File: src/sv/pfpe_pkg.sv
// Shared types and constants for the page-layout framebuffer pixel engine.
package pfpe_pkg;

  localparam int UB_W        = 12;
  localparam int QUEUE_DEPTH = 2;

  localparam logic [1:0] REQ_WRITE   = 2'd0;
  localparam logic [1:0] REQ_FILL    = 2'd1;
  localparam logic [1:0] REQ_READ    = 2'd2;
  localparam logic [1:0] REQ_REFRESH = 2'd3;

  localparam logic [2:0] REG_FRAME_WIDTH  = 3'd0;
  localparam logic [2:0] REG_FRAME_HEIGHT = 3'd1;
  localparam logic [2:0] REG_ROW_OFFSET   = 3'd2;
  localparam logic [2:0] REG_MIRROR_X     = 3'd3;
  localparam logic [2:0] REG_MIRROR_Y     = 3'd4;

  localparam logic [7:0] FILL_ON  = 8'hFF;
  localparam logic [7:0] FILL_OFF = 8'h00;

  typedef enum logic [2:0] {
    CMD_WRITE,
    CMD_FILL,
    CMD_READ,
    CMD_REFRESH,
    CMD_REJECT
  } cmd_kind_t;

  typedef struct packed {
    cmd_kind_t  kind;
    logic [7:0] col;
    logic [3:0] page;
    logic [2:0] bitpos;
    logic       on;
    logic [9:0] index;
  } cmd_t;

  typedef struct packed {
    logic [7:0]      width;
    logic [6:0]      height;
    logic [UB_W-1:0] bytes;
  } geom_t;

  typedef struct packed {
    logic [7:0] frame_width;
    logic [6:0] frame_height;
    logic [5:0] row_offset;
    logic       mirror_x;
    logic       mirror_y;
  } cfg_t;

  typedef enum logic [2:0] {
    BK_CLEAR,
    BK_IDLE,
    BK_LOAD,
    BK_STORE,
    BK_FILL,
    BK_DONE
  } back_state_t;

endpackage

File: src/sv/pfpe_front.sv
// Front part: accepts requests, checks ranges, maps coordinates and classifies.
module pfpe_front #(
  parameter int MAX_WIDTH  = 128,
  parameter int MAX_HEIGHT = 64
) (
  input  logic                  s_axis_tvalid,
  output logic                  s_axis_tready,
  input  logic [31:0]           s_axis_tdata,
  input  logic [1:0]            s_axis_tuser,
  input  pfpe_pkg::cfg_t        cfg,
  input  logic                  queue_full,
  input  logic                  clearing,
  output logic                  push,
  output pfpe_pkg::cmd_t        cmd,
  output pfpe_pkg::geom_t       geom
);

  logic [7:0]  w;
  logic [6:0]  h_raw;
  logic [6:0]  h;
  logic [7:0]  x;
  logic [7:0]  y;
  logic        on;
  logic [9:0]  idx;
  logic [7:0]  xm;
  logic [6:0]  ym;
  logic [11:0] rem;
  logic [11:0] hk;

  assign x   = s_axis_tdata[7:0];
  assign y   = s_axis_tdata[15:8];
  assign on  = s_axis_tdata[16];
  assign idx = s_axis_tdata[26:17];

  always_comb begin
    if (9'(cfg.frame_width) > 9'(MAX_WIDTH)) begin
      w = 8'(MAX_WIDTH);
    end else begin
      w = cfg.frame_width;
    end
    if (9'(cfg.frame_height) > 9'(MAX_HEIGHT)) begin
      h_raw = 7'(MAX_HEIGHT);
    end else begin
      h_raw = cfg.frame_height;
    end
    h = {h_raw[6:3], 3'b000};
  end

  assign geom.width  = w;
  assign geom.height = h;
  assign geom.bytes  = pfpe_pkg::UB_W'(w) * pfpe_pkg::UB_W'(h[6:3]);

  // mirror, offset and wrap the row modulo height by shifted compare-subtract
  always_comb begin
    hk  = '0;
    xm  = cfg.mirror_x ? (w - 8'd1 - x) : x;
    ym  = cfg.mirror_y ? (h - 7'd1 - y[6:0]) : y[6:0];
    rem = 12'(ym) + 12'(cfg.row_offset);
    for (int k = 4; k >= 0; k--) begin
      hk = 12'(h) << k;
      if (rem >= hk) begin
        rem = rem - hk;
      end
    end
  end

  always_comb begin
    cmd.kind   = pfpe_pkg::CMD_REFRESH;
    cmd.col    = xm;
    cmd.page   = rem[6:3];
    cmd.bitpos = rem[2:0];
    cmd.on     = on;
    cmd.index  = idx;
    unique case (s_axis_tuser)
      pfpe_pkg::REQ_WRITE: begin
        if ((x >= w) || (y >= 8'(h))) begin
          cmd.kind = pfpe_pkg::CMD_REJECT;
        end else begin
          cmd.kind = pfpe_pkg::CMD_WRITE;
        end
      end
      pfpe_pkg::REQ_FILL: begin
        cmd.kind = pfpe_pkg::CMD_FILL;
      end
      pfpe_pkg::REQ_READ: begin
        if (pfpe_pkg::UB_W'(idx) >= geom.bytes) begin
          cmd.kind = pfpe_pkg::CMD_REJECT;
        end else begin
          cmd.kind = pfpe_pkg::CMD_READ;
        end
      end
      pfpe_pkg::REQ_REFRESH: begin
        cmd.kind = pfpe_pkg::CMD_REFRESH;
      end
      default: begin
        cmd.kind = pfpe_pkg::CMD_REFRESH;
      end
    endcase
  end

  assign s_axis_tready = !queue_full && !clearing;
  assign push          = s_axis_tvalid && s_axis_tready;

endmodule

File: config.mk
export PLATFORM = sky130hd
export DESIGN_NAME = pfpe_front
export DESIGN_NICKNAME = d
export VERILOG_FILES = /design/src/sv/pfpe_pkg.sv /design/src/sv/pfpe_front.sv
export SDC_FILE = /design/constraint.sdc
export NUM_CORES = 1
export LEC_CHECK = 0
export BUFFER_PORTS_ARGS = -buffer_cell sky130_fd_sc_hd__buf_4
export CAP_MARGIN = 20
export CORE_UTILIZATION = 43
export DETAILED_ROUTE_END_ITERATION = 10
export PLACE_DENSITY = 0.7
export SYNTH_ARGS = -nofsm -noshare
export SYNTH_HDL_FRONTEND = slang
export SYNTH_SLANG_ARGS = --single-unit
File: constraint.sdc
create_clock -name vclk -period 20.7
set_input_delay 0 -clock vclk [all_inputs]
set_output_delay 0 -clock vclk [all_outputs]
set_load 0.01 [all_outputs]
==> flow_summary.yaml <==
global_routing:
  first_global_vias: 3392
  grt_overflow_total: 0
  antenna_found_initial: 0
  grt_pass1_wl_mm: 15.5
  grt_max_degree: 16
  gr-usage-all-layers_pct: 21.7
timing:
  finalSetupViolations: 0
  final_hold_viol_count: 0
  fmax_ghz: 0.0886
  fin_setup_tns_ns: 0
  slew_viol_final: 0
  tightestPinTransition_ns: 0.667
  finalCriticalPeriod_ns: 11.29
  fin_crit_sh_pct: 54.5
  slew_headroom_pct: 55.1
  rsz0062_at_grt: "false"
logic_synthesis:
  synthCells: 483
  syn_area_per_cell_um2: 7.27
  synth.distinct_cells: 65
  yosys.area.top_type: "ha_1"
  yosys-top-cells-count: "70 x ha_1, 67 x inv_1, 45 x nand2_1, 37 x nor2_1, 30 x a21oi_1"
  ys_warn_count: 0
  netlist_area_um2: 3510
  synth_top_area_share_pct: 24.9
  synth.most_common_cell: "ha_1"
  synthTopCellsByArea: "ha_1 25%, fa_1 9.7%, inv_1 7.2%"
  yosysSeqAreaShare_pct: 0
cells_and_area:
  nets: 717
  area_growth_pct: 22.6
  insertedDiodeCount: 0
  stdcell_count: 670
  final-seq-area_um2: 0
  seq_cells: 0
  fill_cells: 776
  clkbuf_count: 0
  drive_gt1_share_pct: 22.7
drt:
  totalWireLength_mm: 9.17
  vias_per_cell: 5.31
  post_drt_wl_per_cell_um: 13.7
  drc_errors: 0
  firstDrtPassIters: 4
  drtAntennaViolNets: 0
  initialDrtViolationCount: 135
  vias: 3556
status:
  outcome: "complete, no violations"
pwr:
  p_per_area_nw_per_um2: 63.2
  vdd_ir_drop_max_mv: 0.0405
  p_leak_nw: 2.28
floorplan:
  fp.dieW_um: 92.4
  core_area_um2: 7810
  initial_core_util_pct: 45.0
  die_y_um: 92.4
  die-area_um2: 8530
  ioPinCount: 118
  rows: 32
worst_hold_path:
  hold_path_class: "in2out"
critical_path:
  cp.required_ns: 20.70
  cp_slowest_stage_delay_ns: 0.52
  endpoint_kind: "output port"
  critPathArrivalTime_ns: 11.29
  path_common_cell: "ha_1"
  cpMaxStageDelayCell: "nor4_4"
  crit_fanout: 13
  cp-start-kind: "primary input"
  setup.worst_path.class: "in2out"
place:
  io_buffer_count: 105
  dpl.hpwl_mm: 7.87
  gp_congestion: 0.847
  place_inst: 670
clocking:
  cts_resized: 0
  postCtsSetupBuffers: 0
  cts_hold_buffers: 0
run:
  drv_cap: 0
==> kinds of logic (layout without fill, tap and decap cells) <==
family                     count (synthesis)  in the layout  share of synthesized area (%)
buffers and inverters                     93            176                           11.4
muxes                                      8              8                           2.42
xor gates and xnor gates                  27             27                           6.95
other                                      1              3                          0.107
and+or+nand+nor                          153            153                           22.4
adders and majority gates                 87             87                           34.6
AOI/OAI and AO/OA                        114            114                           22.0
==> final timing paths <==
kind / start / endpoint / slack, ns / cells past startpoint
min: s_axis_tdata[16] / cmd[10] / 0.000004 / 0
max: cfg[14] / cmd[15] / 9.41 / 53
==> through the flow <==
stage / utilization (%) / hold WS, ns / power (mW) / cell area (um2) / worst slack [ns]
2_1_floorplan: - / 0.0475 / 0.193 / 3520 / 10.71
3_3_place_gp: 55.1 / 0.000119 / 0.262 / 4300 / 9.82
3_5_place_dp: 55.1 / 0.000119 / 0.268 / 4300 / 9.57
4_1_cts: 55.1 / 0.000119 / 0.271 / 4300 / 9.49
5_1_grt: 55.1 / 0.0000202 / 0.302 / 4300 / 8.33
6_report: 55.1 / 0.00000444 / 0.272 / 4300 / 9.41
==> worst max-delay path: cells and delay by family <==
family	cells	cell delay, ns
simple gates	19	3.75
compound gates	14	3.32
fa+ha+maj	9	2.28
buf+inv	9	1.43
mux	1	0.37
xor+xnor	1	0.12
==> final cells by class <==
type                       count  area [um2]  area share, %
inverter                      70         263           6.11
multi-input combinational    392        3120           72.4
tap                          102         128           2.97
timing repair buffer         106         796           18.5
==> per-layer routing <==
metal | vias up | track usage [%] | part of all wire, %
met1 | 1628 | 30.9 | 48
met4 | 0 | 0.911 | 0.39
li1 | 1811 | - | -
met2 | 113 | 38.1 | 46
met3 | 4 | 0.575 | 6.1
met5 | - | 0 | 0
==> cells in the final DEF (no fill, tap or decap), drive strengths merged, types with 4 or more instances in the layout <==
master,n
nand3,9
ha,70
a31oi,4
xor2,11
mux2,4
xnor2,16
a21o,13
nor2b,15
buf,106
o21bai,6
nand2,45
nor3,10
o21ai,30
nand4,4
o21a,5
inv,69
or3,5
o31ai,4
nor2,37
nand2b,9
a21oi,31
fa,17
mux2i,4
==> report_power, final <==
part / internal [mW] / switching [mW]
clock: 0 / 0
combinational: 0.125 / 0.147
sequential: 0 / 0
(Power assumes the default switching activity.)
