## config.mk

```make
export PLATFORM = sky130hd
export DESIGN_NAME = pfpe_queue
export DESIGN_NICKNAME = d
export VERILOG_FILES = /design/src/sv/pfpe_pkg.sv /design/src/sv/pfpe_queue.sv
export SDC_FILE = /design/constraint.sdc
export NUM_CORES = 1
export LEC_CHECK = 0
export ABC_CLOCK_PERIOD_IN_PS = 1940
export BUFFER_PORTS_ARGS = -buffer_cell sky130_fd_sc_hd__buf_2
export CORE_ASPECT_RATIO = 0.5
export CORE_MARGIN = 5
export CORE_UTILIZATION = 46
export DETAILED_ROUTE_END_ITERATION = 8
export PLACE_DENSITY = 0.75
export SLEW_MARGIN = 0
export SYNTH_ARGS = -nofsm -noshare
export SYNTH_HDL_FRONTEND = slang
export SYNTH_SLANG_ARGS = --single-unit
```

## constraint.sdc

```tcl
create_clock -name clk -period 1.94 [get_ports clk]
set_input_delay 0.194 -clock clk [delete_from_list [all_inputs] [get_ports clk]]
set_output_delay 0.194 -clock clk [all_outputs]
set_load 0.05 [all_outputs]
```

## src/sv/pfpe_pkg.sv

```systemverilog
// Shared types and constants for the page-layout framebuffer pixel engine.
package pfpe_pkg;

  localparam int UB_W        = 12;
  localparam int QUEUE_DEPTH = 2;

  localparam logic [1:0] REQ_WRITE   = 2'd0;
  localparam logic [1:0] REQ_FILL    = 2'd1;
  localparam logic [1:0] REQ_READ    = 2'd2;
  localparam logic [1:0] REQ_REFRESH = 2'd3;

  localparam logic [2:0] REG_FRAME_WIDTH  = 3'd0;
  localparam logic [2:0] REG_FRAME_HEIGHT = 3'd1;
  localparam logic [2:0] REG_ROW_OFFSET   = 3'd2;
  localparam logic [2:0] REG_MIRROR_X     = 3'd3;
  localparam logic [2:0] REG_MIRROR_Y     = 3'd4;

  localparam logic [7:0] FILL_ON  = 8'hFF;
  localparam logic [7:0] FILL_OFF = 8'h00;

  typedef enum logic [2:0] {
    CMD_WRITE,
    CMD_FILL,
    CMD_READ,
    CMD_REFRESH,
    CMD_REJECT
  } cmd_kind_t;

  typedef struct packed {
    cmd_kind_t  kind;
    logic [7:0] col;
    logic [3:0] page;
    logic [2:0] bitpos;
    logic       on;
    logic [9:0] index;
  } cmd_t;

  typedef struct packed {
    logic [7:0]      width;
    logic [6:0]      height;
    logic [UB_W-1:0] bytes;
  } geom_t;

  typedef struct packed {
    logic [7:0] frame_width;
    logic [6:0] frame_height;
    logic [5:0] row_offset;
    logic       mirror_x;
    logic       mirror_y;
  } cfg_t;

  typedef enum logic [2:0] {
    BK_CLEAR,
    BK_IDLE,
    BK_LOAD,
    BK_STORE,
    BK_FILL,
    BK_DONE
  } back_state_t;

endpackage

```

## src/sv/pfpe_queue.sv

```systemverilog
// Two-entry command queue between the front and back parts.
module pfpe_queue (
  input  logic            clk,
  input  logic            rst,
  input  logic            push,
  input  pfpe_pkg::cmd_t  push_cmd,
  input  logic            pop,
  output pfpe_pkg::cmd_t  head,
  output logic            empty,
  output logic            full
);

  localparam int PTR_W = $clog2(pfpe_pkg::QUEUE_DEPTH);
  localparam int CNT_W = $clog2(pfpe_pkg::QUEUE_DEPTH + 1);

  pfpe_pkg::cmd_t   entries [pfpe_pkg::QUEUE_DEPTH];
  logic [PTR_W-1:0] wr_ptr;
  logic [PTR_W-1:0] rd_ptr;
  logic [CNT_W-1:0] count;

  assign empty = (count == '0);
  assign full  = (count == CNT_W'(pfpe_pkg::QUEUE_DEPTH));
  assign head  = entries[rd_ptr];

  always_ff @(posedge clk) begin
    if (rst) begin
      wr_ptr <= '0;
      rd_ptr <= '0;
      count  <= '0;
    end else begin
      if (push) begin
        wr_ptr <= (wr_ptr == PTR_W'(pfpe_pkg::QUEUE_DEPTH - 1)) ? '0 : wr_ptr + 1'b1;
      end
      if (pop) begin
        rd_ptr <= (rd_ptr == PTR_W'(pfpe_pkg::QUEUE_DEPTH - 1)) ? '0 : rd_ptr + 1'b1;
      end
      if (push && !pop) begin
        count <= count + 1'b1;
      end else if (pop && !push) begin
        count <= count - 1'b1;
      end
    end
  end

  always_ff @(posedge clk) begin
    if (push) begin
      entries[wr_ptr] <= push_cmd;
    end
  end

endmodule

```

==> flow_summary_export.csv <==
group,metric,value,unit
clocking,clk_latency,0.32,ns
route,viasPerCell,4.56,
floorplan,die_w,110,µm
route,wl_met1,1.53,mm
clocking,cts_max_level,3,
power_and_ir_drop,p_int,2.25,mW
worst_hold_path,hold_depth,1,
route,antenna_left,0,
place,placed_cells,247,
power_and_ir_drop,swShare,27.2,%
grt,grt_max_degree,30,
floorplan,pin_count,64,
clocking,clockBufferDepth,2,
worst_setup_path,slowest_delay,0.37,ns
logic_synthesis,yosys-top-cells-area,"edfxtp_1, mux2_2, dfxtp_1, nor2_1, xnor2_1",
worst_setup_path,cp.required,1.75,ns
timing,relSlewSlack,73.9,%
floorplan,rows,18,
worst_setup_path,start_kind,"flip-flop",
place,dpl.hpwl,2.63,mm
power_and_ir_drop,p_leak,1.10,nW
logic_synthesis,syn_area,2300,µm²
timing,tns,0,ns
timing,fin_crit_sh,86.1,%
worst_setup_path,worstSetupPathType,"reg -> out",
power_and_ir_drop,power_frac_clock,29.6,%
power_and_ir_drop,vdd_drop_max,0.000492,V
worst_setup_path,path_max_fanout,16,
floorplan,start_util,47.0,%
final_layout,fin_util,58.9,%
clocking,cts_sinks,63,
place,dp_slack,0.602,ns
place,io_buffers,63,
timing,finalClockSkew,0.00693,ns
logic_synthesis,postSynthAreaPerCell,20.5,µm²
status,status,"finished clean",
route,drt-total-wl,3.73,mm
power_and_ir_drop,p_switching,838,µW
route,wl_met2,1.95,mm
grt,antenna_found_initial,0,
clocking,cts_setup_buffers,0,
grt,grt_pass1_wl,6.02,mm
logic_synthesis,synth_seq_area_share,80.2,%
final_layout,antenna_cells,0,
worst_setup_path,crit_buf_inv,2,
clocking,cts_tree,"done",
timing,max_freq,599,MHz
timing,tightest_slew,0.392,ns
timing,hold_viol,0,
worst_setup_path,critPathSlowestCell,"mux2_2",
grt,grt_pass1_vias,1297,
final_layout,fin_cells,263,
final_layout,area.growth.synth_to_final,25.4,%
timing,hold_ws,0.0618,ns
logic_synthesis,synth_top_area_share,75.8,%
job,maxCapViolCount,0,
worst_setup_path,r2r_cells,2,
route,route.met3.wl,193,µm
timing,min_period,1.67,ns
floorplan,dieArea,6590,µm²
worst_setup_path,rrSetupSlack,0.79,ns
route,dr_total_vias,1200,
final_layout,design_area,2880,µm²
timing,rsz0062_at_grt,"false",
timing,finalSetupViolations,0,
timing,fin_ws,0.270,ns
logic_synthesis,synthesis.nets,146,
logic_synthesis,yosys_warnings,0,
grt,grt_util_all_layers,12.8,%
power_and_ir_drop,sequentialPowerShare,52.0,%
clocking,cts_made_buffers,9,
clocking,holdBufCountCts,0,
route,first_iter_violations,45,
final_layout,drive_above_1_share,57.0,%
floorplan,die_height,60.0,µm
final_layout,final_common_cell,"buf_2",
worst_setup_path,worstReg2RegEnd,"entries[0][3]$_DFFE_PP_",
worst_hold_path,hold-path-endpoint,"entries[1][21]$_DFFE_PP_",
worst_setup_path,crit_family,"buffers and inverters",
worst_setup_path,worstPathCellList,"buf_4 -> mux2_2 -> buf_2",
power_and_ir_drop,combPwrFrac,18.4,%
final_layout,final_cell_mix,"buf_2, edfxtp_1, mux2_2, clkbuf_8",
route,first_pass_iters,4,
clocking,cts-root-buf,"clkbuf_8",
final_layout,fin_nets,222,
route,post-route-drc-count,0,
clocking,clkTransAtPathRegs,0.06,ns
floorplan,core,4890,µm²
route,route.top_layer_used,"met4",
power_and_ir_drop,power.total,3.08,mW
worst_setup_path,end_kind,"output port",
grt,overflow,0,
worst_hold_path,min-delay-start,"push_cmd[21]",
logic_synthesis,yosysUniqueCellTypes,16,
clocking,cts_resized,0,
power_and_ir_drop,p_per_area,1070,nW/µm²
logic_synthesis,syn_inst,112,
worst_setup_path,cp_data_arrival_time,1.48,ns
timing,finalMaxSlewViolations,0,
worst_hold_path,hp-class,"in -> reg",
logic_synthesis,ys_ff_latch,63,
place,place_area,2720,µm²
worst_setup_path,worstReg2RegStart,"wr_ptr$_SDFFE_PP0P_",
place,place_congestion,0.657,
route,wl_per_cell,14.2,µm
logic_synthesis,yosysTopAreaCell,"edfxtp_1",
[cell families after synthesis]
family	share of synthesized area [%]
buffers and inverters	1.09
AOI/OAI and AO/OA	0.435
muxes	14.2
adders and majority gates	0.545
xor gates and xnor gates	1.53
DFF	80.2
and+or+nand+nor	2.02
[power groups by stage]
stage	sequential [mW]	combinational, mW	clock [mW]
4_1_cts	1.61	0.575	0.954
5_1_grt	1.61	0.599	1.02
3_5_place_dp	1.63	0.573	0
6_report	1.60	0.566	0.913
3_3_place_gp	1.63	0.567	0
2_1_floorplan	1.63	0.431	0
[flip-flops by register name (all words and copies together), names as in the netlist, named ones only]
name     cells
entries     58
count        2
rd_ptr       1
wr_ptr       1
[synth_stat cells]
master and count:
buf_6 1, and2b_2 1, or3_1 1, nor2b_1 1, xnor2_1 2, mux2_2 29
xor2_1 2, and2_1 1, a21oi_1 1, o21ai_0 1, buf_2 2, dfxtp_1 5
inv_1 1, nor2_1 5, edfxtp_1 58, ha_1 1
[worst reg2reg max path, cell delays in order, from the launching register on]
cell,delay [ns]
dfxtp_1,0.33
nor2b_2,0.10
buf_4,0.36
[how the worst max path moves through the flow]
| stage | depth (start not counted) | from | slack (ns) | to |
|---|---|---|---|---|
| 3_5_place_dp | 3 | flip-flop | 0.60 | head[18] |
| 6_report | 3 | flip-flop | 0.27 | head[18] |
| 5_1_grt | 3 | flip-flop | 0.20 | head[21] |
| 2_1_floorplan | 1 | wr_ptr$_SDFFE_PP0P_ | 0.43 | entries[0][0]$_DFFE_PP_ |
| 4_1_cts | 3 | flip-flop | 0.23 | head[18] |
| 3_3_place_gp | 3 | flip-flop | 0.62 | head[21] |
[layout make-up]
cell class / instances / area (µm²)
sequential: 63 / 1840
timing repair buffer: 68 / 353
tap: 70 / 87.6
multi-input combinational: 45 / 433
fill: 406 / 2010
clock inverter: 1 / 5.00
inverter: 1 / 3.75
clock buffer: 15 / 156
[per-layer routing]
| metal | global-route usage [%] | up-vias |
|---|---|---|
| met5 | 0 | - |
| met4 | 6.39 | 0 |
| met3 | 5.72 | 5 |
| met2 | 22.3 | 26 |
| met1 | 13.3 | 585 |
| li1 | - | 584 |
Note: power is estimated with default switching activity, not from simulation.
