[config.mk]
export PLATFORM = sky130hd
export DESIGN_NAME = pfpe_back
export DESIGN_NICKNAME = d
export VERILOG_FILES = /design/src/sv/pfpe_pkg.sv /design/src/sv/pfpe_back.sv
export SDC_FILE = /design/constraint.sdc
export NUM_CORES = 1
export LEC_CHECK = 0
export BUFFER_PORTS_ARGS = -buffer_cell sky130_fd_sc_hd__buf_2
export CAP_MARGIN = 20
export CORE_ASPECT_RATIO = 1.2
export CORE_MARGIN = 2
export CORE_UTILIZATION = 30
export CTS_CLUSTER_SIZE = 30
export DETAILED_ROUTE_END_ITERATION = 12
export GPL_TIMING_DRIVEN = 0
export HOLD_SLACK_MARGIN = 0.02
export PLACE_DENSITY = 0.6
export RECOVER_POWER = 100
export SLEW_MARGIN = 20
export SYNTH_ARGS = -nofsm -noshare
export SYNTH_HDL_FRONTEND = slang
export SYNTH_SLANG_ARGS = --single-unit
[constraint.sdc]
create_clock -name clk -period 4.1 [get_ports clk]
set_input_delay 0 -clock clk [delete_from_list [all_inputs] [get_ports clk]]
set_output_delay 0 -clock clk [all_outputs]
set_load 0.005 [all_outputs]
[src/sv/pfpe_pkg.sv]
// Shared types and constants for the page-layout framebuffer pixel engine.
package pfpe_pkg;

  localparam int UB_W        = 12;
  localparam int QUEUE_DEPTH = 2;

  localparam logic [1:0] REQ_WRITE   = 2'd0;
  localparam logic [1:0] REQ_FILL    = 2'd1;
  localparam logic [1:0] REQ_READ    = 2'd2;
  localparam logic [1:0] REQ_REFRESH = 2'd3;

  localparam logic [2:0] REG_FRAME_WIDTH  = 3'd0;
  localparam logic [2:0] REG_FRAME_HEIGHT = 3'd1;
  localparam logic [2:0] REG_ROW_OFFSET   = 3'd2;
  localparam logic [2:0] REG_MIRROR_X     = 3'd3;
  localparam logic [2:0] REG_MIRROR_Y     = 3'd4;

  localparam logic [7:0] FILL_ON  = 8'hFF;
  localparam logic [7:0] FILL_OFF = 8'h00;

  typedef enum logic [2:0] {
    CMD_WRITE,
    CMD_FILL,
    CMD_READ,
    CMD_REFRESH,
    CMD_REJECT
  } cmd_kind_t;

  typedef struct packed {
    cmd_kind_t  kind;
    logic [7:0] col;
    logic [3:0] page;
    logic [2:0] bitpos;
    logic       on;
    logic [9:0] index;
  } cmd_t;

  typedef struct packed {
    logic [7:0]      width;
    logic [6:0]      height;
    logic [UB_W-1:0] bytes;
  } geom_t;

  typedef struct packed {
    logic [7:0] frame_width;
    logic [6:0] frame_height;
    logic [5:0] row_offset;
    logic       mirror_x;
    logic       mirror_y;
  } cfg_t;

  typedef enum logic [2:0] {
    BK_CLEAR,
    BK_IDLE,
    BK_LOAD,
    BK_STORE,
    BK_FILL,
    BK_DONE
  } back_state_t;

endpackage

[src/sv/pfpe_back.sv]
// Back part: clears the store, runs read-modify-write, fill and read, holds results.
module pfpe_back #(
  parameter int RAM_DEPTH = 1024
) (
  input  logic                     clk,
  input  logic                     rst,
  input  pfpe_pkg::cmd_t           head,
  input  logic                     queue_empty,
  output logic                     pop,
  input  pfpe_pkg::geom_t          geom,
  output logic                     clearing,
  output logic                     ram_we,
  output logic [$clog2(RAM_DEPTH)-1:0] ram_waddr,
  output logic [7:0]               ram_wdata,
  output logic [$clog2(RAM_DEPTH)-1:0] ram_raddr,
  input  logic [7:0]               ram_rdata,
  output logic                     m_axis_tvalid,
  input  logic                     m_axis_tready,
  output logic [15:0]              m_axis_tdata
);

  localparam int ADDR_W = $clog2(RAM_DEPTH);

  pfpe_pkg::back_state_t state;
  pfpe_pkg::back_state_t state_next;
  pfpe_pkg::cmd_t        cur;
  logic [ADDR_W-1:0]     cnt;
  logic [ADDR_W-1:0]     addr;
  logic                  dirty;
  logic                  dirty_next;
  logic                  out_status;
  logic [7:0]            out_byte;
  logic                  out_pending;
  logic                  load_out;
  logic [7:0]            mask;
  logic [pfpe_pkg::UB_W-1:0] pix_addr;
  logic [pfpe_pkg::UB_W-1:0] rd_index;

  assign mask     = 8'd1 << cur.bitpos;
  assign pix_addr = pfpe_pkg::UB_W'(head.col)
                  + pfpe_pkg::UB_W'(head.page) * pfpe_pkg::UB_W'(geom.width);
  assign rd_index = pfpe_pkg::UB_W'(head.index);
  assign ram_raddr = addr;
  assign clearing  = (state == pfpe_pkg::BK_CLEAR);

  always_comb begin
    state_next = state;
    unique case (state)
      pfpe_pkg::BK_CLEAR: begin
        if (cnt == ADDR_W'(RAM_DEPTH - 1)) begin
          state_next = pfpe_pkg::BK_IDLE;
        end
      end
      pfpe_pkg::BK_IDLE: begin
        if (!queue_empty) begin
          unique case (head.kind)
            pfpe_pkg::CMD_WRITE, pfpe_pkg::CMD_READ: state_next = pfpe_pkg::BK_LOAD;
            pfpe_pkg::CMD_FILL: begin
              state_next = (geom.bytes == '0) ? pfpe_pkg::BK_DONE : pfpe_pkg::BK_FILL;
            end
            default: state_next = pfpe_pkg::BK_DONE;
          endcase
        end
      end
      pfpe_pkg::BK_LOAD: begin
        state_next = (cur.kind == pfpe_pkg::CMD_WRITE) ? pfpe_pkg::BK_STORE
                                                       : pfpe_pkg::BK_DONE;
      end
      pfpe_pkg::BK_STORE: state_next = pfpe_pkg::BK_DONE;
      pfpe_pkg::BK_FILL: begin
        if (pfpe_pkg::UB_W'(cnt) == geom.bytes - 1'b1) begin
          state_next = pfpe_pkg::BK_DONE;
        end
      end
      pfpe_pkg::BK_DONE: begin
        if (load_out) begin
          state_next = pfpe_pkg::BK_IDLE;
        end
      end
      default: state_next = pfpe_pkg::BK_CLEAR;
    endcase
  end

  always_comb begin
    pop       = 1'b0;
    ram_we    = 1'b0;
    ram_waddr = cnt;
    ram_wdata = pfpe_pkg::FILL_OFF;
    load_out  = 1'b0;
    unique case (state)
      pfpe_pkg::BK_CLEAR: begin
        ram_we = 1'b1;
      end
      pfpe_pkg::BK_IDLE: begin
        pop = !queue_empty;
      end
      pfpe_pkg::BK_LOAD: begin
        ram_we = 1'b0;
      end
      pfpe_pkg::BK_STORE: begin
        ram_we    = 1'b1;
        ram_waddr = addr;
        ram_wdata = cur.on ? (ram_rdata | mask) : (ram_rdata & ~mask);
      end
      pfpe_pkg::BK_FILL: begin
        ram_we    = 1'b1;
        ram_wdata = cur.on ? pfpe_pkg::FILL_ON : pfpe_pkg::FILL_OFF;
      end
      pfpe_pkg::BK_DONE: begin
        load_out = !m_axis_tvalid || m_axis_tready;
      end
      default: begin
        ram_we = 1'b0;
      end
    endcase
  end

  always_comb begin
    dirty_next = dirty;
    if ((cur.kind == pfpe_pkg::CMD_WRITE) || (cur.kind == pfpe_pkg::CMD_FILL)) begin
      dirty_next = 1'b1;
    end else if (cur.kind == pfpe_pkg::CMD_REFRESH) begin
      dirty_next = 1'b0;
    end
  end

  always_ff @(posedge clk) begin
    if (rst) begin
      state         <= pfpe_pkg::BK_CLEAR;
      cnt           <= '0;
      dirty         <= 1'b1;
      m_axis_tvalid <= 1'b0;
    end else begin
      state <= state_next;
      if ((state == pfpe_pkg::BK_CLEAR) || (state == pfpe_pkg::BK_FILL)) begin
        cnt <= cnt + 1'b1;
      end else begin
        cnt <= '0;
      end
      if (load_out) begin
        m_axis_tvalid <= 1'b1;
        dirty         <= dirty_next;
      end else if (m_axis_tready) begin
        m_axis_tvalid <= 1'b0;
      end
    end
  end

  always_ff @(posedge clk) begin
    if (pop) begin
      cur  <= head;
      addr <= (head.kind == pfpe_pkg::CMD_READ) ? rd_index[ADDR_W-1:0]
                                               : pix_addr[ADDR_W-1:0];
    end
    if (load_out) begin
      out_status  <= (cur.kind == pfpe_pkg::CMD_REJECT);
      out_byte    <= (cur.kind == pfpe_pkg::CMD_READ) ? ram_rdata : 8'd0;
      out_pending <= dirty_next;
    end
  end

  assign m_axis_tdata = {6'd0, out_pending, out_byte, out_status};

endmodule

==> results of run 1 <==
layout by cell type, fill, tap and decap left out, drive strengths merged, types with 3 or more instances in the layout:
cell type / n
mux2: 12
nor2: 17
conb: 6
a2111oi: 4
a21oi: 13
o31ai: 5
and3: 3
and2: 30
buf: 84
xor2: 11
a211oi: 3
clkbuf: 47
dlygate4sd3: 20
mux2i: 10
or3: 4
inv: 46
nand2: 24
nand4: 3
xnor2: 11
o21ai: 25
dfxtp: 15
nor3b: 8
nand2b: 5
nor3: 16
edfxtp: 27
ha: 17
nor4: 4
nand3: 16
fa: 18
nor2b: 3
repair_timing:
item / in CTS / in global routing
setup endpoints to repair: 0 / 0
hold buffers: 20 / 0
hold endpoints to repair: 22 / 0
logic make-up after synthesis:
kind of cell / Yosys count / synth area share (%)
AOI/OAI and AO/OA: 70 / 12.6
xor gates and xnor gates: 22 / 5.25
adders and majority gates: 35 / 15.6
buffers and inverters: 69 / 8.02
DFF: 42 / 30.3
muxes: 22 / 6.41
other: 1 / 0.102
and+or+nand+nor: 142 / 21.7
registers in the layout, summed over array words and instances, names as in the netlist:
name	cells
out_byte	8
out_pending	1
dirty	1
ram_raddr	10
m_axis_tvalid	1
cnt	10
out_status	1
cur	7
state	3
worst reg2reg max path, stage by stage, from the launching register on:
cell	delay, ps
dfxtp_1	290
clkbuf_1	170
nor3b_1	520
nor2b_1	680
clkbuf_1	540
metrics by stage:
stage | utilization [%] | cells
floorplan | - | 408
global placement | 36.6 | 670
detailed placement | 36.8 | 671
CTS | 39.7 | 699
global route | 39.2 | 699
finish | 39.2 | 699
worst paths after layout:
kind | cells past startpoint | start | slack [ps] | endpoint
hold reg to reg | 2 | dirty | 480 | dirty
hold / removal | 3 | head[8] | 30 | ram_raddr[8]
setup reg to reg | 4 | state[2] | 1530 | ram_raddr[0]
setup / recovery | 12 | head[15] | 670 | ram_raddr[8]
power by group:
group / switching, mW / total (mW) / internal (mW)
Combinational: 0.305 / 0.555 / 0.251
Clock: 0.161 / 0.401 / 0.241
Sequential: 0.0130 / 0.502 / 0.489
routing by layer:
metal	routed length (µm)	global-route usage, %
met4	211	5.96
met5	0	0
met3	536	2.92
met2	4640	25.7
met1	3590	15.6
cell type report:
cell class,instances,share of cell area [%]
clock inverter,2,0.266
clock buffer,6,2.95
timing repair buffer,122,14.3
inverter,46,3.67
buffer,23,2.55
multi-input combinational,297,48.4
tap,161,4.28
sequential,42,23.6
==> key figures, run 1 <==
Status
  • Status: completed

Clock tree
  • H-tree levels: 2
  • PostCTS Resize Cnt: 0
  • Worst skew pair latency: around 280 ps
  • Total CTS buffers: 5
  • Clock buffer depth: 2
  • Post-CTS setup repair buffer count: 0
  • CTS Root Cell: clkbuf_16
  • Clock-pin slew on the worst setup and hold paths: 60 ps
  • Clock sink count: 42
  • CTS tree: yes

Cells and area
  • Layout cells sized above 1: 20.3%
  • Diode count: 0
  • Final Cell Area: ~4700 µm²
  • Fin nets: 640
  • Storage cell area: 1110 µm²
  • Synthesis-to-finish area growth: 28.4%
  • Fill cell count: 1,279
  • Multi-input logic area: 2280 µm²

Detailed routing
  • Antenna viol nets, final: 0
  • Residual DRC: 0
  • Vias per cell: 4.74
  • Drt wl/cell: 12.8 µm
  • Starting DRT DRC Count: 57
  • Pre-antenna DRT Iters: 4
  • Vias: 3,313
  • Post-Route WL: 8980 µm

STA
  • Maximum clock rate: 292 MHz
  • Final hold violations: 0
  • TNS Setup: 0 ps
  • Relative slew slack: ~41%
  • Clock skew: between 1.5 and 2 ps
  • Final Slew Violations: 0
  • Worst hold slack: approximately 29 ps
  • Setup-failing EPs final: 0
  • Slew @ Worst Pin: 876 ps
  • Final min period: 3430 ps
  • Final worst slack: 671 ps
  • Final period util: between 80% and 90%
  • RSZ-0062 raised after global routing: false

Place
  • IO Port Bufs: 101
  • Placed Area: 4410 µm²
  • DP Wirelength: 7340 µm
  • Gpl congestion: 0.864
  • DP Worst Slack: 516 ps

Worst setup path
  • CP Capture Type: flip-flop
  • Slowest-stage cell, CP: a2111oi_0
  • CP required: 4130 ps
  • CP Data Arrival Time: about 3500 ps
  • Crit path max fanout: 8
  • Most Frequent Cell on Critical Path: fa_1
  • CP top delay family: adder cells
  • Crit path cell chain: clkbuf_1 -> nand2_1 -> fa_1 -> fa_1 -> fa_1 -> inv_1 -> ha_1 -> inv_1 -> o21ai_0 -> a2111oi_0 -> or4_1 -> nand3_1
  • Buf+Inv Stages, Crit Path: 3
  • Worst stage delay on the critical path: 720 ps
  • WS Path Type: in -> reg
  • Crit path launch type: input port

Global routing
  • First-pass GRT wire length: 15,300 µm
  • Largest net degree at the start of global routing: 14
  • Vias in the first global route: 3,364
  • Overall Global Routing Usage: roughly 14%
  • Grt total ovfl: 0
  • Initial antenna violation count: 0

Floorplan
  • Die area: 13,100 µm²
  • Die width: 105 µm
  • Starting Density: 30.6%
  • CORE AREA: 12,000 µm²
  • I/O Pins: ~120
  • Die Y: 125 µm
  • Row cnt: between 40 and 50

Logic synthesis
  • Synth area leaders: edfxtp_1 (22%), fa_1 (9.8%), dfxtp_1 (8.2%)
  • Synth area leader: edfxtp_1
  • Yosys reg bits: 42
  • Post-synth EDFFs: 27
  • Post-Syn Area: 3670 µm²
  • Netlist cell types: 56
  • Synth top area share: 22.1%
  • Sequential share of the synthesized area: 30.3%
  • Synth cell count leaders: inv_1 (46), and2_1 (30), edfxtp_1 (27), nand2_1 (24), o21ai_0 (23)
  • Syn Area/Cell: 9.10 µm²
  • Most common cell in the synthesized netlist: inv_1
  • YS warnings: 0
  • Syn Inst Count: 403
  • Asr flop ratio synth: 0%
  • Top_reg_cell synth: edfxtp_1

Hold path
  • Worst Hold Class: in -> reg

Run
  • Max Cap Viol: 0

Power
  • Tot Pwr: 1.46 mW
  • Worst vdd ir: 137 µV
  • Pwr Density: 310 nW/µm²
  • P_leak: 2.01 nW
Note: power is estimated with default switching activity, not from simulation.
==> run 2, diff against run 1 <==
--- a/config.mk
+++ b/config.mk
@@ -14,7 +14,7 @@
 export DETAILED_ROUTE_END_ITERATION = 12
 export GPL_TIMING_DRIVEN = 0
 export HOLD_SLACK_MARGIN = 0.02
-export PLACE_DENSITY = 0.6
+export PLACE_DENSITY = 0.62
 export RECOVER_POWER = 100
 export SLEW_MARGIN = 20
 export SYNTH_ARGS = -nofsm -noshare
==> constraint.sdc (replaced) <==
create_clock -name clk -period 3.13 [get_ports clk]
set_input_delay 0 -clock clk [delete_from_list [all_inputs] [get_ports clk]]
set_output_delay 0 -clock clk [all_outputs]
set_load 0.005 [all_outputs]
==> run 2 against run 1 <==
Die area stayed put; routed wire length is 2.5% higher; sequential power is 31% higher; critical path type unchanged; core utilization is 1.2 points higher.
==> key figures, run 2 (same netlist as run 1, synthesis figures left out) <==
Power
  • Clock Power Share: 28.1% (+0.6 points)
  • Tot Pwr: 2.08 mW (+43%)
  • Sw power: 657 µW (+37%)
  • Share of power burned in registers: 31.6% (-2.8 points)
  • Int Power: 1.43 mW (+45%)
  • Worst vdd ir: 249 µV (+83%)
  • P_leak: 2.07 nW (+3.1%)
  • Pwr Density: 429 nW/µm² (+38%)
  • Combinational share of power: 40.3% (+2.2 points)
  • Sw Share: 31.6% (-1.2 points)

Hold path
  • Worst Hold Class: in -> reg

Detailed routing
  • Antenna viol nets, final: 0 (unchanged)
  • Vias: 3,341 (+0.85%)
  • Residual DRC: 0 (unchanged)
  • Starting DRT DRC Count: 69 (+21%)
  • Post-Route WL: 9210 µm (+2.5%)
  • Vias per cell: 4.74 (about the same)
  • Pre-antenna DRT Iters: 4 (unchanged)
  • Drt wl/cell: 13.1 µm (+1.7%)

Floorplan
  • Die area: 13,100 µm² (unchanged)
  • Starting Density: 30.6% (unchanged)
  • CORE AREA: 12,000 µm² (unchanged)
  • Die width: 105 µm (unchanged)
  • I/O Pins: 116 (unchanged)
  • Die Y: 125 µm (unchanged)
  • Row cnt: 44 (unchanged)

Clock tree
  • CTS Root Cell: clkbuf_16
  • H-tree levels: 2 (unchanged)
  • Clock sink count: 42 (unchanged)
  • Total CTS buffers: 5 (unchanged)
  • CTS tree: yes
  • Clock buffer depth: 2 (unchanged)
  • Clock-pin slew on the worst setup and hold paths: 60 ps (about the same)
  • Worst skew pair latency: 280 ps (about the same)

Cells and area
  • Commonest non-fill, non-tap cell in the layout: buf_2
  • Layout cells sized above 1: 22.8% (+2.5 points)
  • Fin nets: 646 (+0.94%)
  • Synthesis-to-finish area growth: 32.4%
  • Util after Layout: 40.5% (+1.2 points)
  • Most frequent cells in the layout: buf_2 (79), inv_1 (46), clkbuf_1 (35), edfxtp_1 (27)
  • Fill cell count: 1,232 (-3.7%)
  • Multi-input logic area: 2350 µm² (+3.0%)
  • Final Cell Area: 4860 µm² (+3.2%)
  • Cell Count, Final, Fillers Out: 705 (+0.86%)
  • Storage cell area: 1110 µm² (unchanged)
  • Diode count: 0 (unchanged)

Global routing
  • First-pass GRT wire length: 15,300 µm (+0.59%)
  • Initial antenna violation count: 0 (unchanged)
  • Largest net degree at the start of global routing: 14 (unchanged)
  • Vias in the first global route: 3,412 (+1.4%)
  • Overall Global Routing Usage: 14.1% (+0.099 points)
  • Grt total ovfl: 0 (unchanged)

STA
  • Final min period: 2980 ps
  • Relative slew slack: 42.5% (+0.97 points)
  • Maximum clock rate: 336 MHz
  • Setup-failing EPs final: 0 (unchanged)
  • Final worst slack: 153 ps (-518 ps)
  • Final Slew Violations: 0 (unchanged)
  • Final hold violations: 0 (unchanged)
  • Final period util: 95.1%
  • Clock skew: 3.50 ps (+1.98 ps)
  • Slew @ Worst Pin: 861 ps (-14.5 ps)

Worst setup path
  • Worst stage delay on the critical path: 490 ps (-230 ps)
  • CP Capture Type: flip-flop
  • Most Frequent Cell on Critical Path: fa_1
  • Slowest-stage cell, CP: fa_1
  • WS Path Type: in -> reg
  • CP Data Arrival Time: 3090 ps (-370 ps)
  • Crit path launch type: input port
  • CP required: 3250 ps (-880 ps)
  • Crit path max fanout: 8 (unchanged)
  • Crit path cell chain: buf_4 -> and2_4 -> fa_1 -> fa_1 -> inv_1 -> fa_1 -> inv_1 -> ha_1 -> buf_6 -> nand3_1 -> a21oi_2 -> nor3_2 -> o31a_1 -> o31ai_1

Place
  • Placed Area: 4410 µm² (about the same)
  • DP Wirelength: 7320 µm (-0.25%)
  • IO Port Bufs: 101 (unchanged)
  • Gpl congestion: 0.894 (+3.5%)
  • DP Cell Count: 671 (unchanged)
  • DP Worst Slack: -405 ps (-921 ps)

Status
  • Status: completed

Run
  • Max Cap Viol: 0 (unchanged)
[run 2: per-stage QoR]
step	hold slack, ps	TNS, ps
after global placement	179	-900
final	33.6	0
after CTS	21.2	0
after detailed placement	182	-1030
after floorplan	69.1	0
after global routing	42.4	-22.0
[run 2: power by group through the flow]
stage	logic (mW)	clock network, mW	registers (mW)
floorplan	0.518	0	0.666
global placement	0.685	0	0.670
detailed placement	0.709	0	0.670
CTS	0.741	0.596	0.658
global route	0.940	0.613	0.662
finish	0.840	0.586	0.658
[run 2: critical path: cells and delay by family]
kind	cells	cell delay, ps
adder cells (fa/ha/maj)	4	1750
AND/OR/NAND/NOR	3	320
AO/OA/AOI/OAI	3	670
buffers and inverters	4	350
[run 2: layout make-up]
cell class	count	area share [%]
buffer	23	2.60
clock buffer	5	2.58
timing repair buffer	128	15.1
sequential	42	22.9
tap	161	4.15
multi-input combinational	297	48.3
clock inverter	3	0.824
inverter	46	3.55
[run 2: final timing paths]
kind / startpoint / endpoint / slack [ps] / cells past startpoint
max: head[15] / ram_raddr[9] / 150 / 14
min: ram_rdata[0] / out_byte[0] / 30 / 2
max reg2reg: state[0] / ram_raddr[1] / 400 / 4
min reg2reg: dirty / dirty / 460 / 2
[run 2: repair_timing]
action / in CTS / in global routing
pin swaps: 0 / 11
setup buffers: 0 / 3
hold endpoints to repair: 25 / 0
hold buffers: 23 / 0
endpoints found under the setup margin: 2 / 3
resized for setup: 2 / 16
[run 2: routing by layer]
layer	GRT usage [%]	wire [µm]	up-vias
met5	0	0	-
met4	7.69	294	0
met3	3.44	592	23
met2	25.5	4700	100
met1	15.0	3620	1540
li1	-	-	1678
